### src/hdl/rtc_calendar_with_set_keys_top_macros.svh
// Assertion macros for the real-time clock calendar block.
// Both macros expect i_clk and i_rst_n to exist in the module that uses them.
`ifndef RTC_CALENDAR_WITH_SET_KEYS_TOP_MACROS_SVH
`define RTC_CALENDAR_WITH_SET_KEYS_TOP_MACROS_SVH

// Same-cycle implication, disabled while reset is asserted.
`define RTCC_ASSERT_NOW(lbl, ante, cons, msg) \
    lbl: assert property (@(posedge i_clk) disable iff (!i_rst_n) (ante) |-> (cons)) \
        else $error(msg);

// Next-cycle implication, disabled while reset is asserted.
`define RTCC_ASSERT_NEXT(lbl, ante, cons, msg) \
    lbl: assert property (@(posedge i_clk) disable iff (!i_rst_n) (ante) |=> (cons)) \
        else $error(msg);

`endif

### src/hdl/rtcc_pkg.sv
// Shared types, codes and helpers for the real-time clock calendar.
// Used by rtcc_step and rtc_calendar_with_set_keys_top; depends on nothing.
package rtcc_pkg;

    localparam logic [1:0] REQ_TICK = 2'd0;
    localparam logic [1:0] REQ_KEY  = 2'd1;
    localparam logic [1:0] REQ_MODE = 2'd2;

    localparam logic [1:0] KEY_LOW  = 2'd0;
    localparam logic [1:0] KEY_MID  = 2'd1;
    localparam logic [1:0] KEY_HIGH = 2'd2;

    localparam logic [5:0] SEC_MAX       = 6'd59;
    localparam logic [5:0] MIN_MAX       = 6'd59;
    localparam logic [4:0] HOUR_MAX      = 5'd23;
    localparam logic [4:0] DAY_FIRST     = 5'd1;
    localparam logic [3:0] MONTH_FIRST   = 4'd1;
    localparam logic [3:0] MONTH_MAX     = 4'd12;
    localparam logic [6:0] YEAR_MAX      = 7'd99;
    localparam logic [7:0] CENTURY_LIMIT = 8'd100;
    localparam logic [6:0] CENTURY_BASE  = 7'd20;
    localparam logic [7:0] TPS_RESET     = 8'd20;

    typedef struct packed {
        logic [5:0] secs;
        logic [5:0] mins;
        logic [4:0] hrs;
        logic [4:0] day;
        logic [3:0] month;
        logic [6:0] year;
        logic [6:0] century;
        logic       mode;
    } t_cal;

    localparam t_cal CAL_RESET = '{
        secs: 6'd0, mins: 6'd0, hrs: 5'd0, day: DAY_FIRST, month: MONTH_FIRST,
        year: 7'd0, century: CENTURY_BASE, mode: 1'b0
    };

    // Since 100 is a multiple of four, the full-year rule reduces to the two
    // digit fields: a year ending in 00 is leap only when the century is.
    function automatic logic is_leap(input logic [6:0] year, input logic [6:0] century);
        logic leap;
        leap = (year[1:0] == 2'd0) && ((year != 7'd0) || (century[1:0] == 2'd0));
        return leap;
    endfunction

    function automatic logic [4:0] month_len(input logic [3:0] month, input logic leap);
        logic [4:0] len;
        if (month inside {4'd4, 4'd6, 4'd9, 4'd11}) begin
            len = 5'd30;
        end else if (month == 4'd2) begin
            len = leap ? 5'd29 : 5'd28;
        end else begin
            len = 5'd31;
        end
        return len;
    endfunction

endpackage

### src/hdl/rtcc_step.sv
// Next-state logic of the clock calendar for one input word.
// Depends on rtcc_pkg for the state struct, codes and month lengths.
module rtcc_step (
    input  rtcc_pkg::t_cal i_cal,
    input  logic [7:0]     i_tick_count,
    input  logic [7:0]     i_tps,
    input  logic [1:0]     i_req,
    input  logic [1:0]     i_sel,
    output rtcc_pkg::t_cal o_cal,
    output logic [7:0]     o_tick_count
);
    import rtcc_pkg::*;

    logic [4:0] mlen;
    logic [8:0] cnt_inc;
    logic [7:0] cent_inc;
    logic [6:0] year_next;
    logic [6:0] cent_next;

    always_comb begin
        mlen     = month_len(i_cal.month, is_leap(i_cal.year, i_cal.century));
        cnt_inc  = {1'b0, i_tick_count} + 9'd1;
        cent_inc = {1'b0, i_cal.century} + 8'd1;

        if (i_cal.year < YEAR_MAX) begin
            year_next = i_cal.year + 7'd1;
            cent_next = i_cal.century;
        end else begin
            year_next = 7'd0;
            cent_next = (cent_inc >= CENTURY_LIMIT) ? CENTURY_BASE : cent_inc[6:0];
        end

        o_cal        = i_cal;
        o_tick_count = i_tick_count;

        case (i_req)
            REQ_TICK: begin
                if (cnt_inc >= {1'b0, i_tps}) begin
                    o_tick_count = 8'd0;
                    if (i_cal.secs < SEC_MAX) begin
                        o_cal.secs = i_cal.secs + 6'd1;
                    end else begin
                        o_cal.secs = 6'd0;
                        if (i_cal.mins < MIN_MAX) begin
                            o_cal.mins = i_cal.mins + 6'd1;
                        end else begin
                            o_cal.mins = 6'd0;
                            if (i_cal.hrs < HOUR_MAX) begin
                                o_cal.hrs = i_cal.hrs + 5'd1;
                            end else begin
                                o_cal.hrs = 5'd0;
                                if (i_cal.day < mlen) begin
                                    o_cal.day = i_cal.day + 5'd1;
                                end else begin
                                    o_cal.day = DAY_FIRST;
                                    if (i_cal.month < MONTH_MAX) begin
                                        o_cal.month = i_cal.month + 4'd1;
                                    end else begin
                                        o_cal.month   = MONTH_FIRST;
                                        o_cal.year    = year_next;
                                        o_cal.century = cent_next;
                                    end
                                end
                            end
                        end
                    end
                end else begin
                    o_tick_count = cnt_inc[7:0];
                end
            end
            REQ_KEY: begin
                if (!i_cal.mode) begin
                    case (i_sel)
                        KEY_LOW: begin
                            o_cal.secs = (i_cal.secs >= SEC_MAX) ? 6'd0 : i_cal.secs + 6'd1;
                        end
                        KEY_MID: begin
                            o_cal.mins = (i_cal.mins >= MIN_MAX) ? 6'd0 : i_cal.mins + 6'd1;
                        end
                        KEY_HIGH: begin
                            o_cal.hrs = (i_cal.hrs >= HOUR_MAX) ? 5'd0 : i_cal.hrs + 5'd1;
                        end
                        default: begin
                        end
                    endcase
                end else begin
                    case (i_sel)
                        KEY_LOW: begin
                            o_cal.day = (i_cal.day >= mlen) ? DAY_FIRST : i_cal.day + 5'd1;
                        end
                        KEY_MID: begin
                            o_cal.month = (i_cal.month >= MONTH_MAX) ? MONTH_FIRST
                                                                     : i_cal.month + 4'd1;
                        end
                        KEY_HIGH: begin
                            o_cal.year    = year_next;
                            o_cal.century = cent_next;
                        end
                        default: begin
                        end
                    endcase
                end
            end
            REQ_MODE: begin
                o_cal.mode = ~i_cal.mode;
            end
            default: begin
            end
        endcase
    end

endmodule

### src/hdl/rtc_calendar_with_set_keys_top.sv
// Top level of the real-time clock calendar with set keys.
// Depends on rtcc_pkg, rtcc_step and rtc_calendar_with_set_keys_top_macros.svh.
//
//   channel  handshake                  payload
//   in       i_in_valid / o_in_stall    i_req_type, i_key_sel
//   out      o_out_valid / i_out_stall  o_secs .. o_century_val, o_date_mode
//   cfg      i_cfg_valid / o_cfg_ready  i_cfg_data (ticks per second)
//
// A word accepted into the input register goes through the calendar update and lands in the
// result register once the result side is not stalled.
// While o_in_stall is low a new word is accepted every cycle; state carries word to word.
// A stall on the result side holds the result register and, one word later, the input.
// Synchronous active-low reset restores the clock to 00:00:00, day 1, month 1, year 2000.
module rtc_calendar_with_set_keys_top (
    input  logic       i_clk,
    input  logic       i_rst_n,
    input  logic       i_in_valid,
    output logic       o_in_stall,
    input  logic [1:0] i_req_type,
    input  logic [1:0] i_key_sel,
    output logic       o_out_valid,
    input  logic       i_out_stall,
    output logic [5:0] o_secs,
    output logic [5:0] o_mins,
    output logic [4:0] o_hrs,
    output logic [4:0] o_day_of_month,
    output logic [3:0] o_month_num,
    output logic [6:0] o_year_low,
    output logic [6:0] o_century_val,
    output logic       o_date_mode,
    input  logic       i_cfg_valid,
    output logic       o_cfg_ready,
    input  logic [7:0] i_cfg_data
);
    import rtcc_pkg::*;

    `include "rtc_calendar_with_set_keys_top_macros.svh"

    logic        r_in_valid;
    logic [1:0]  r_in_req;
    logic [1:0]  r_in_sel;
    logic        r_out_valid;
    t_cal        r_out;
    t_cal        r_cal;
    logic [7:0]  r_tick_count;
    logic [7:0]  r_tps;
    t_cal        n_cal;
    logic [7:0]  n_tick_count;
    logic        w_adv;
    logic        w_fire;
    logic        w_time_ok;
    logic        w_date_ok;
    logic        w_out_ok;
    logic        w_mode_fire;
    logic [48:0] w_state;

    assign w_adv       = !r_out_valid || !i_out_stall;
    assign w_fire      = r_in_valid && w_adv;
    assign o_in_stall  = r_in_valid && !w_adv;
    assign o_cfg_ready = 1'b1;

    rtcc_step u_step (
        .i_cal        (r_cal),
        .i_tick_count (r_tick_count),
        .i_tps        (r_tps),
        .i_req        (r_in_req),
        .i_sel        (r_in_sel),
        .o_cal        (n_cal),
        .o_tick_count (n_tick_count)
    );

    always_ff @(posedge i_clk) begin
        if (!i_rst_n) begin
            r_in_valid   <= 1'b0;
            r_out_valid  <= 1'b0;
            r_cal        <= CAL_RESET;
            r_tick_count <= 8'd0;
            r_tps        <= TPS_RESET;
        end else begin
            if (!o_in_stall) begin
                r_in_valid <= i_in_valid;
            end
            if (w_adv) begin
                r_out_valid <= r_in_valid;
            end
            if (w_fire) begin
                r_cal        <= n_cal;
                r_tick_count <= n_tick_count;
            end
            if (i_cfg_valid && o_cfg_ready) begin
                r_tps <= i_cfg_data;
            end
        end
    end

    always_ff @(posedge i_clk) begin
        if (i_in_valid && !o_in_stall) begin
            r_in_req <= i_req_type;
            r_in_sel <= i_key_sel;
        end
        if (w_fire) begin
            r_out <= n_cal;
        end
    end

    assign o_out_valid    = r_out_valid;
    assign o_secs         = r_out.secs;
    assign o_mins         = r_out.mins;
    assign o_hrs          = r_out.hrs;
    assign o_day_of_month = r_out.day;
    assign o_month_num    = r_out.month;
    assign o_year_low     = r_out.year;
    assign o_century_val  = r_out.century;
    assign o_date_mode    = r_out.mode;

    assign w_time_ok   = (r_cal.secs <= SEC_MAX) && (r_cal.mins <= MIN_MAX)
                         && (r_cal.hrs <= HOUR_MAX);
    assign w_date_ok   = (r_cal.day >= DAY_FIRST) && (r_cal.month >= MONTH_FIRST)
                         && (r_cal.month <= MONTH_MAX) && (r_cal.year <= YEAR_MAX)
                         && (r_cal.century >= CENTURY_BASE)
                         && ({1'b0, r_cal.century} < CENTURY_LIMIT);
    assign w_out_ok    = r_out_valid && (r_out == r_cal);
    assign w_mode_fire = w_fire && (r_in_req == REQ_MODE);
    assign w_state     = {r_cal, r_tick_count};

    `RTCC_ASSERT_NOW(a_time_range, 1'b1, w_time_ok, "time field out of range")
    `RTCC_ASSERT_NOW(a_date_range, 1'b1, w_date_ok, "date field out of range")
    `RTCC_ASSERT_NEXT(a_result_is_state, w_fire, w_out_ok, "result does not match state")
    `RTCC_ASSERT_NEXT(a_mode_toggles, w_mode_fire, r_cal.mode != $past(r_cal.mode), "mode lost")
    `RTCC_ASSERT_NEXT(a_hold_when_idle, !w_fire, w_state == $past(w_state), "state moved idle")

endmodule
### config.mk
export PLATFORM = sky130hd
export DESIGN_NAME = rtc_calendar_with_set_keys_top
export DESIGN_NICKNAME = d
export VERILOG_FILES = /design/src/hdl/rtcc_pkg.sv /design/src/hdl/rtcc_step.sv /design/src/hdl/rtc_calendar_with_set_keys_top.sv
export VERILOG_INCLUDE_DIRS = /design/src /design/src/hdl
export SDC_FILE = /design/constraint.sdc
export NUM_CORES = 1
export LEC_CHECK = 0
export BUFFER_PORTS_ARGS = -buffer_cell sky130_fd_sc_hd__clkbuf_2
export CAP_MARGIN = 20
export CORE_MARGIN = 2
export CORE_UTILIZATION = 51
export DETAILED_ROUTE_END_ITERATION = 8
export PLACE_DENSITY = 0.76
export SLEW_MARGIN = 0
export SYNTH_ARGS = -nofsm -noshare
export SYNTH_HDL_FRONTEND = slang
export SYNTH_HIERARCHICAL = 1
export SYNTH_SLANG_ARGS = --single-unit
### constraint.sdc
create_clock -name i_clk -period 7.36 [get_ports i_clk]
set_input_delay 0.736 -clock i_clk [delete_from_list [all_inputs] [get_ports i_clk]]
set_output_delay 0.736 -clock i_clk [all_outputs]
set_load 0.005 [all_outputs]
==> flow_results.org, run 1 <==
** Run status
- Outcome :: finished clean

** Final layout
- 0 antenna diodes ended up in the layout.
- Final core utilization :: 0.5763
- Relative to the synthesized area, the layout overhead comes to 9.115%.
- Number of nets in the layout :: ~740
- Multi-input gate area in the final layout :: about 0.0033 mm²
- Final Instance Area :: ~0.0067 mm²
- Area taken by flip-flops and latches :: 0.002532 mm²
- Once layout is complete, the cells apart from fillers number 850.
- Fillers :: about 1000
- Of the cells placed in the final design, the portion with a size suffix greater than 1 is 0.1443.

** Worst setup path
- Worst endpoint required time :: around 7.6 ns
- Family with the most delay on the worst path :: simple AND/OR/NAND/NOR gates
- Worst r2r path cells :: 15
- In this run the worst path has a maximum fanout of 12.
- Slowest stage cell on the critical path :: sky130_fd_sc_hd__a32oi_1
- The critical path is of the reg -> reg type.
- Delay of the slowest cell on the worst path :: 0.77 ns
- The worst setup path is launched from a register.
- R2R Path End :: r_cal[31]
- Reg2Reg Launch Point :: r_tick_count[0]
- The signal on the critical path passes through ha_1 > nand3_2 > inv_1 > nand3_1 > xnor2_1 > ha_1 > and3_1 > nor2b_1 > nor4_2 > nand2_1 > a32oi_1 > o21ai_0 > a22o_1 > nand2_1 > mux2i_1.
- Worst endpoint data arrival time :: between 4 and 5 ns
- The worst register-to-register path has a setup slack of between 3 and 4 ns.
- STA classifies the critical path endpoint as a register.
- The number of buffers and inverters on the critical path is 1.

** Timing
- Adding up every negative setup slack in the final design gives 0 ns.
- Clock tree skew after final layout :: 0.009984 ns
- Setup repair after global routing left no endpoint under its margin.
- The final count of hold timing violations came to 0.
- Of the available clock period, the critical path in the final layout requires 0.5301.
- Setup violations remaining at the end of the flow were counted as 0.
- Setup slack on the critical path of the routed design comes to between 3 and 4 ns.
- The worst pin sits at a relative slew slack of 0.3464.
- Final hold analysis gives a worst-case slack of between 0.5 and 0.6 ns.
- Highest clock frequency the design can meet :: approximately 0.26 GHz
- At the pin with the least slew margin, the transition time is around 1 ns.
- The total count of max-transition violations in the final report was 0.
- The worst path needs a little under 4 ns of the cycle, external delays included.

** Floorplan
- Number of ports placed on the die boundary :: between 60 and 70
- The total area inside the core boundary comes to between 0.01 and 0.015 mm².
- DIE HEIGHT :: between 100 and 150 µm
- The floorplan step defined a die boundary enclosing about 0.013 mm².
- From left edge to right edge, the die measures 113.4 µm.
- Initial standard-cell utilization of the core :: 0.5282
- In this run the core area contains 39 standard-cell rows.

** CTS
- Once the clock tree was built, the resizer swapped 0 gates to a different size.
- Total number of H-tree levels :: 3
- Number of buffers inserted during clock tree synthesis :: 9
- The tree is rooted in a sky130_fd_sc_hd__clkbuf_16.
- Hold buffer count at CTS :: 0
- Clock latency on the worst-skew pair, taken at its later pin, is between 0.3 and 0.4 ns.
- Sink count of the clock tree :: between 100 and 150
- Post-CTS setup buffer count :: 0
- CTS tree :: done
- The clock passes through at most 2 buffers.
- After clock tree synthesis, the clock-pin slew on the worst setup and hold paths is roughly 0.070 ns.

** Logic synthesis
- Post-synthesis cell count :: ~660
- Top cell type by total area after synthesis :: sky130_fd_sc_hd__edfxtp_1
- The share of synthesized area in the top cell type comes to 0.2212.
- The average instance in the mapped netlist occupies 9.241 µm².
- Most common library cells after synthesis :: sky130_fd_sc_hd__nand2_1, sky130_fd_sc_hd__mux2i_1, sky130_fd_sc_hd__dfxtp_1
- Library cell with the highest instance count after synthesis :: sky130_fd_sc_hd__nand2_1
- For this run, the register share of the synthesized area comes to 0.4146.
- Area of the mapped netlist :: between 0.006 and 0.007 mm²
- Mapped Nets :: 701
- In this run, synthesis inferred 45 flip-flops with an integrated enable.
- Yosys printed 6 warnings.
- Number of register bits inferred by synthesis :: between 100 and 150
- Synth cell types :: 78
- Counting flops with an async set or reset pin after synthesis yields a share of 0.
- Ranking of synthesized cells by area :: sky130_fd_sc_hd__edfxtp_1, sky130_fd_sc_hd__dfxtp_1, sky130_fd_sc_hd__mux2i_1, sky130_fd_sc_hd__nand2_1, sky130_fd_sc_hd__ha_1
- The most used flip-flop cell after synthesis is sky130_fd_sc_hd__dfxtp_1.

** Hold path
- Hold-critical path depth :: 2
- Launch point of the worst hold path :: r_cal[30]
- The min-delay analysis places its worst path in the category reg -> reg.
- Worst min-delay path endpoint :: r_cal[30]

** GRT
- Entering global routing, the biggest net connects ~110 pins.
- Antenna violations before repair :: 0
- The first global-routing pass estimated around 22 mm of wire.
- For this run the aggregate overflow at the end of global routing stands at 0.
- GRT Resource Usage Total :: 0.2053
- Vias in the first global route :: approximately 4700

** Power and ir drop
- Leakage power of the design :: around 2.5 nW
- IR analysis of the VDD net gives a maximum drop of 0.0001130 V.
- Cell Pwr Density :: between 150 and 200 mW/mm²
- Total Power :: 1.171 mW

** Placed design
- Cell Count Post-Placement :: around 830
- At the end of routability-driven placement, the weighted congestion stood at between 0.8 and 0.9.
- Worst slack, placed :: 3.617 ns
- Dpl cell area :: approximately 0.0064 mm²
- During placement, the flow inserted port buffers numbering between 50 and 60.
- The wire-length estimate of the detail-placed layout is ~8.7 mm.

** Routing
- The first TritonRoute pass finished after 5 iterations.
- Number of nets with antenna violations after routing :: 0
- Detail-routed net length per standard cell :: 15.07 µm
- The first routing iteration left around 340 violations.
- Count of unresolved DRC violations after routing :: 0
- Detailed routing inserted a total of between 4000 and 5000 vias.
- Final Routed Wirelength :: between 10 and 15 mm
- Average vias per placed instance :: approximately 5.9

** Run
- Max-cap violations in this run came to 0.
final cells by class:
class,instances,area share
Clock buffer,14,0.04280
Clock inverter,2,0.001690
Inverter,21,0.01183
Multi-Input combinational cell,503,0.4881
Sequential cell,104,0.3800
Tap cell,143,0.02684
Timing Repair Buffer,63,0.04881
how the worst max path moves through the flow:
stage	startpoint	slack, ns	depth (start not counted)	endpoint
finish	r_tick_count[0]	3.46	15	r_cal[31]
global route	r_tick_count[0]	3.07	15	r_cal[32]
CTS	r_tick_count[0]	3.54	15	r_cal[31]
detailed placement	r_tick_count[0]	3.62	15	r_cal[31]
global placement	r_tick_count[0]	3.82	15	r_cal[31]
floorplan	r_tick_count[0]	4.26	15	r_cal[3]
per-layer routing:
layer	vias to the layer above	global-route usage	share of wire	routed length, µm
met3	24	0.03241	0.050	646
met4	0	0.09675	0.022	277
met1	2345	0.2789	0.46	5854
li1	2451	-	-	-
met2	154	0.3234	0.47	6032
met5	-	0	0	0
placed cells by master (no fill, tap or decap), types with 5 or more instances in the layout:
master	Yosys	layout
sky130_fd_sc_hd__a21o_1	7	7
sky130_fd_sc_hd__a21oi_1	21	21
sky130_fd_sc_hd__a22o_1	6	6
sky130_fd_sc_hd__and3_1	7	7
sky130_fd_sc_hd__clkbuf_16	0	10
sky130_fd_sc_hd__clkbuf_2	1	58
sky130_fd_sc_hd__dfxtp_1	59	59
sky130_fd_sc_hd__edfxtp_1	45	45
sky130_fd_sc_hd__ha_1	23	23
sky130_fd_sc_hd__inv_1	21	21
sky130_fd_sc_hd__mux2i_1	60	60
sky130_fd_sc_hd__nand2_1	141	141
sky130_fd_sc_hd__nand2b_1	6	6
sky130_fd_sc_hd__nand3_1	17	17
sky130_fd_sc_hd__nor2_1	30	30
sky130_fd_sc_hd__nor2b_1	27	27
sky130_fd_sc_hd__nor3_1	10	10
sky130_fd_sc_hd__nor4_1	5	5
sky130_fd_sc_hd__o21a_1	5	5
sky130_fd_sc_hd__o21ai_0	32	32
sky130_fd_sc_hd__o21ai_1	13	13
sky130_fd_sc_hd__o31ai_1	9	9
sky130_fd_sc_hd__or3_1	6	6
sky130_fd_sc_hd__xnor2_1	5	5
where the power goes:
part	internal [mW]	total, mW	switching (mW)
clock	0.268	0.470	0.202
combinational	0.0297	0.0755	0.0458
sequential	0.616	0.626	0.00988
total	0.914	1.17	0.257
registers in the layout (all words and copies together) (netlist names), 4 cells and up:
register,count
o_mins,6
o_day_of_month,5
o_century_val,7
o_month_num,4
r_tick_count,8
o_hrs,5
o_secs,6
r_cal,41
r_tps,8
o_year_low,7
logic make-up (layout without fill, tap and decap cells):
logic type,Yosys count,after routing,share of synthesized area
simple gates,270,270,0.2095
mux,61,61,0.1002
compound gates,139,139,0.1608
flops,104,104,0.4146
fa+ha+maj,24,24,0.04875
buf+inv,54,100,0.05408
xor+xnor,8,8,0.01147
other cells,1,1,0.0006139
worst reg2reg max path, cell delays in order (launching register included):
cell and delay [ns]:
sky130_fd_sc_hd__dfxtp_1 0.44, sky130_fd_sc_hd__ha_1 0.28, sky130_fd_sc_hd__nand3_2 0.12, sky130_fd_sc_hd__inv_1 0.08
sky130_fd_sc_hd__nand3_1 0.14, sky130_fd_sc_hd__xnor2_1 0.18, sky130_fd_sc_hd__ha_1 0.29, sky130_fd_sc_hd__and3_1 0.17
sky130_fd_sc_hd__nor2b_1 0.16, sky130_fd_sc_hd__nor4_2 0.31, sky130_fd_sc_hd__nand2_1 0.24, sky130_fd_sc_hd__a32oi_1 0.77
sky130_fd_sc_hd__o21ai_0 0.20, sky130_fd_sc_hd__a22o_1 0.23, sky130_fd_sc_hd__nand2_1 0.06, sky130_fd_sc_hd__mux2i_1 0.08
No activity file was read; power rests on OpenSTA's default activity.
==> run 2: changes to the inputs <==
--- a/config.mk
+++ b/config.mk
@@ -11,7 +11,7 @@
 export CORE_MARGIN = 2
 export CORE_UTILIZATION = 51
 export DETAILED_ROUTE_END_ITERATION = 8
-export PLACE_DENSITY = 0.76
+export PLACE_DENSITY = 0.79
 export SLEW_MARGIN = 0
 export SYNTH_ARGS = -nofsm -noshare
 export SYNTH_HDL_FRONTEND = slang
==> constraint.sdc (replaced) <==
create_clock -name i_clk -period 3.2 [get_ports i_clk]
set_input_delay 0.32 -clock i_clk [delete_from_list [all_inputs] [get_ports i_clk]]
set_output_delay 0.32 -clock i_clk [all_outputs]
set_load 0.005 [all_outputs]
==> run 2 against run 1 <==
  * The run now ends with negative setup slack left
  * Clock-buffer cell count down 1
  * Largest cell class unchanged
  * Critical endpoint is now r_cal[4]
  * Critical path depth unchanged
  * Critical path type unchanged
  * Utilization up 3.6 points
  * Flip-flop and latch count unchanged
  * Wire length up 9.0%
  * Clock skew down 0.0043 ns
==> flow_results.org, run 2 (synthesized netlist as in run 1, its figures left out) <==
** Final layout
- Count of inserted antenna diode cells :: 0 (unchanged)
- Number of nets in the layout :: 769 (+3.6%)
- Number of flip-flops in the largest register :: 41 (unchanged)
- Proportion of layout cells with a drive suffix above 1 :: 0.2221 (+0.07780)
- Counting flops per register, the top entry is r_cal.
- Leading cell type in the layout, fill and taps excluded :: sky130_fd_sc_hd__nand2_1
- In the final layout, the registers with the most flip-flops are r_cal x41, r_tick_count x8, r_tps x8.
- Commonest cells after routing, fill and taps aside :: sky130_fd_sc_hd__nand2_1, sky130_fd_sc_hd__mux2i_1, sky130_fd_sc_hd__clkbuf_2, sky130_fd_sc_hd__dfxtp_1, sky130_fd_sc_hd__edfxtp_1
- Compared with the post-synthesis result, the final layout area differs by 15.98%.

** Floorplan
- Placeable core region :: 0.01156 mm² (unchanged)
- The die height was 113.4 µm (unchanged).
- The row count is 39 (unchanged).
- The starting utilization of the core area is 0.5282 (unchanged).
- Number of ports placed on the die boundary :: 61 (unchanged)
- DIE WIDTH :: 113.4 µm (unchanged)
- The total die area is 0.01287 mm² (unchanged).

** Run
- Count of max-cap constraint violations :: 0 (unchanged)

** Placed design
- Post-detailed-placement half-perimeter wirelength :: 9.005 mm (+3.5%)
- Number of port buffers :: 59 (unchanged)
- Routability-driven placement congestion ratio :: 0.8966 (+3.1%)
- Worst slack, placed :: -0.04282 ns (-3.660 ns)

** Routing
- DR pass1 iterations :: 7 (+2)
- Detail-routed net length per standard cell :: 15.92 µm (+5.6%)
- The number of DRC violations after detailed routing is 0 (unchanged).
- Final Routed Wirelength :: 13.96 mm (+9.0%)
- The first-iteration detailed-routing DRC count was 421 (+25%).
- Via Count :: 5172 (+4.0%)
- The post-detailed-route via-to-cell ratio was 5.897 (+0.78%).
- Number of nets with antenna violations after routing :: 0 (unchanged)

** Hold path
- Hold crit path type :: in -> reg

** Worst setup path
- The worst setup path is launched from a register.
- Worst endpoint data arrival time :: 3.49 ns (-0.62 ns)
- Type of element capturing the critical path :: register
- Worst setup path category :: reg -> reg
- The maximum fanout along the worst path came to 6 (-6).
- Slowest stage cell on the critical path :: sky130_fd_sc_hd__or4_4
- The critical path goes through ha_4 > nand3_2 > buf_4 > xnor2_1 > ha_1 > a21oi_2 > nor2b_4 > or4_4 > o21ai_4 > buf_12 > o31a_4 > nor2_1 > a22o_1 > nand2_1 > mux2i_1.
- The maximum single-stage delay on the critical path was 0.58 ns (-0.19 ns).
- The data required time of the critical path was 3.41 ns (-4.16 ns).

** CTS
- Sink count of the clock tree :: 104 (unchanged)
- Clock-pin slew on the worst setup and hold paths :: 0.07 ns (about the same)
- Number of buffers inserted during clock tree synthesis :: 9 (unchanged)
- The buffer levels on the longest clock path was 2 (unchanged).
- The depth of the CTS H-tree is 3 (unchanged).
- The clock latency of the later-clocked register in the worst-skew pair was 0.34 ns (about the same).
- The cell sitting at the root of the clock tree is a sky130_fd_sc_hd__clkbuf_16.
- CTS tree :: done

** Timing
- Clock tree skew after final layout :: 0.005731 ns (-0.004253 ns)
- The worst-case headroom to the max-slew limit was 0.5244 (+0.1780).
- Final number of hold-violating endpoints :: 0 (unchanged)
- Final critical path time including I/O delays and setup :: 3.280 ns (-0.6218 ns)
- Setup repair after global routing could not meet its margin everywhere.
- The total setup violations reported at the end of the flow was 21 (+21).
- The slack of the critical path is -0.08007 ns (-3.538 ns).
- The fraction of the cycle the final worst path needs was 1.025 (+0.4949).
- Transition time of the tightest slew-check pin :: 0.7133 ns (-0.2671 ns)
- Highest clock frequency the design can meet :: 0.3049 GHz (+19%)
- The hold slack was 0.1500 ns (-0.3506 ns).
- Final max-slew violation count :: 0 (unchanged)

** GRT
- The remaining global-route overflow came to 0 (unchanged).
- Vias in the first global route :: 4576 (-1.7%)
- Global-route wire length before repair :: 21.52 mm (-0.29%)
- The maximum number of pins on one net before global-route repair was 91 (-17%).
- The number of antenna violations at the first check in global routing was 0 (unchanged).
- The global-route total usage across every layer was 0.2040 (-0.001273).

** Power and ir drop
- The static leakage power came to 2.698 nW (+6.9%).
- Maximum resistive drop on vdd :: 0.0003152 V (+180%)
- The power density relative to cell area was 377.1 mW/mm² (+110%).
- Total Power :: 2.671 mW (+130%)

** Run status
- Failing checks :: negative setup slack
- Outcome :: finished with violations
## run 2: cell types whose count changed in the layout (fill, tap and decap cells not counted), moves of 5 or more
| cell | change |
|---|---|
| sky130_fd_sc_hd__buf_4 | +21 |
| sky130_fd_sc_hd__a21oi_1 | -6 |
| sky130_fd_sc_hd__a21oi_2 | +6 |
| sky130_fd_sc_hd__dfxtp_1 | -5 |
## run 2: power by group
part	leakage (nW)	total, mW	internal, mW	switching [mW]
Clock	0.137	1.04	0.569	0.471
Combinational	1.67	0.195	0.0810	0.114
Sequential	0.891	1.44	1.41	0.0223
Total	2.70	2.67	2.06	0.607
## run 2: final cells by class
cell class,count,area (µm²)
Clock buffer,13,260.3
Clock inverter,3,17.52
Fill cell,907,4481
Inverter,21,78.83
Multi-Input combinational cell,503,3428
Sequential cell,104,2544
Tap cell,143,178.9
Timing Repair Buffer,90,576.8
## run 2: layer usage
metal	global-route usage	up-vias	wire (µm)
met5	0	-	0
met4	0.06992	0	332
met3	0.03560	33	721
met2	0.3297	193	6696
met1	0.2788	2441	6209
li1	-	2505	-
## run 2: path summary, 6_finish.rpt
path / cells past startpoint / slack (ns) / endpoint / from
max reg2reg: 15 / -0.08 / r_cal[4] / r_tick_count[1]
max: 15 / -0.08 / r_cal[4] / r_tick_count[1]
min reg2reg: 2 / 0.48 / r_tps[4] / r_tps[4]
min: 1 / 0.15 / r_in_req[1] / i_req_type[1]
## run 2: timing repair
item / CTS / global route
pin swaps: 1 / 21
endpoints found under the setup margin: 15 / 61
hold buffers: 0 / 0
buffers inserted: 2 / 9
gates resized for setup: 3 / 47
## run 2: per-stage QoR
step	TNS, ns	instance area (µm²)	utilization	cells
after floorplan	0	6108	-	661
after global routing	-5.630	7084	0.6126	877
after detailed placement	-0.07465	6514	0.5632	850
final	-0.6520	7084	0.6126	877
after global placement	0	6514	0.5632	850
after CTS	0	6828	0.5904	868
## run 2: critical path, delay by kind of cell, from the launching register on
family / cells / cell delay [ns]
compound gates: 4 / 0.82
xor+xnor: 1 / 0.20
fa+ha+maj: 2 / 0.48
buf+inv: 2 / 0.29
flops: 1 / 0.37
mux: 1 / 0.08
simple gates: 5 / 0.92
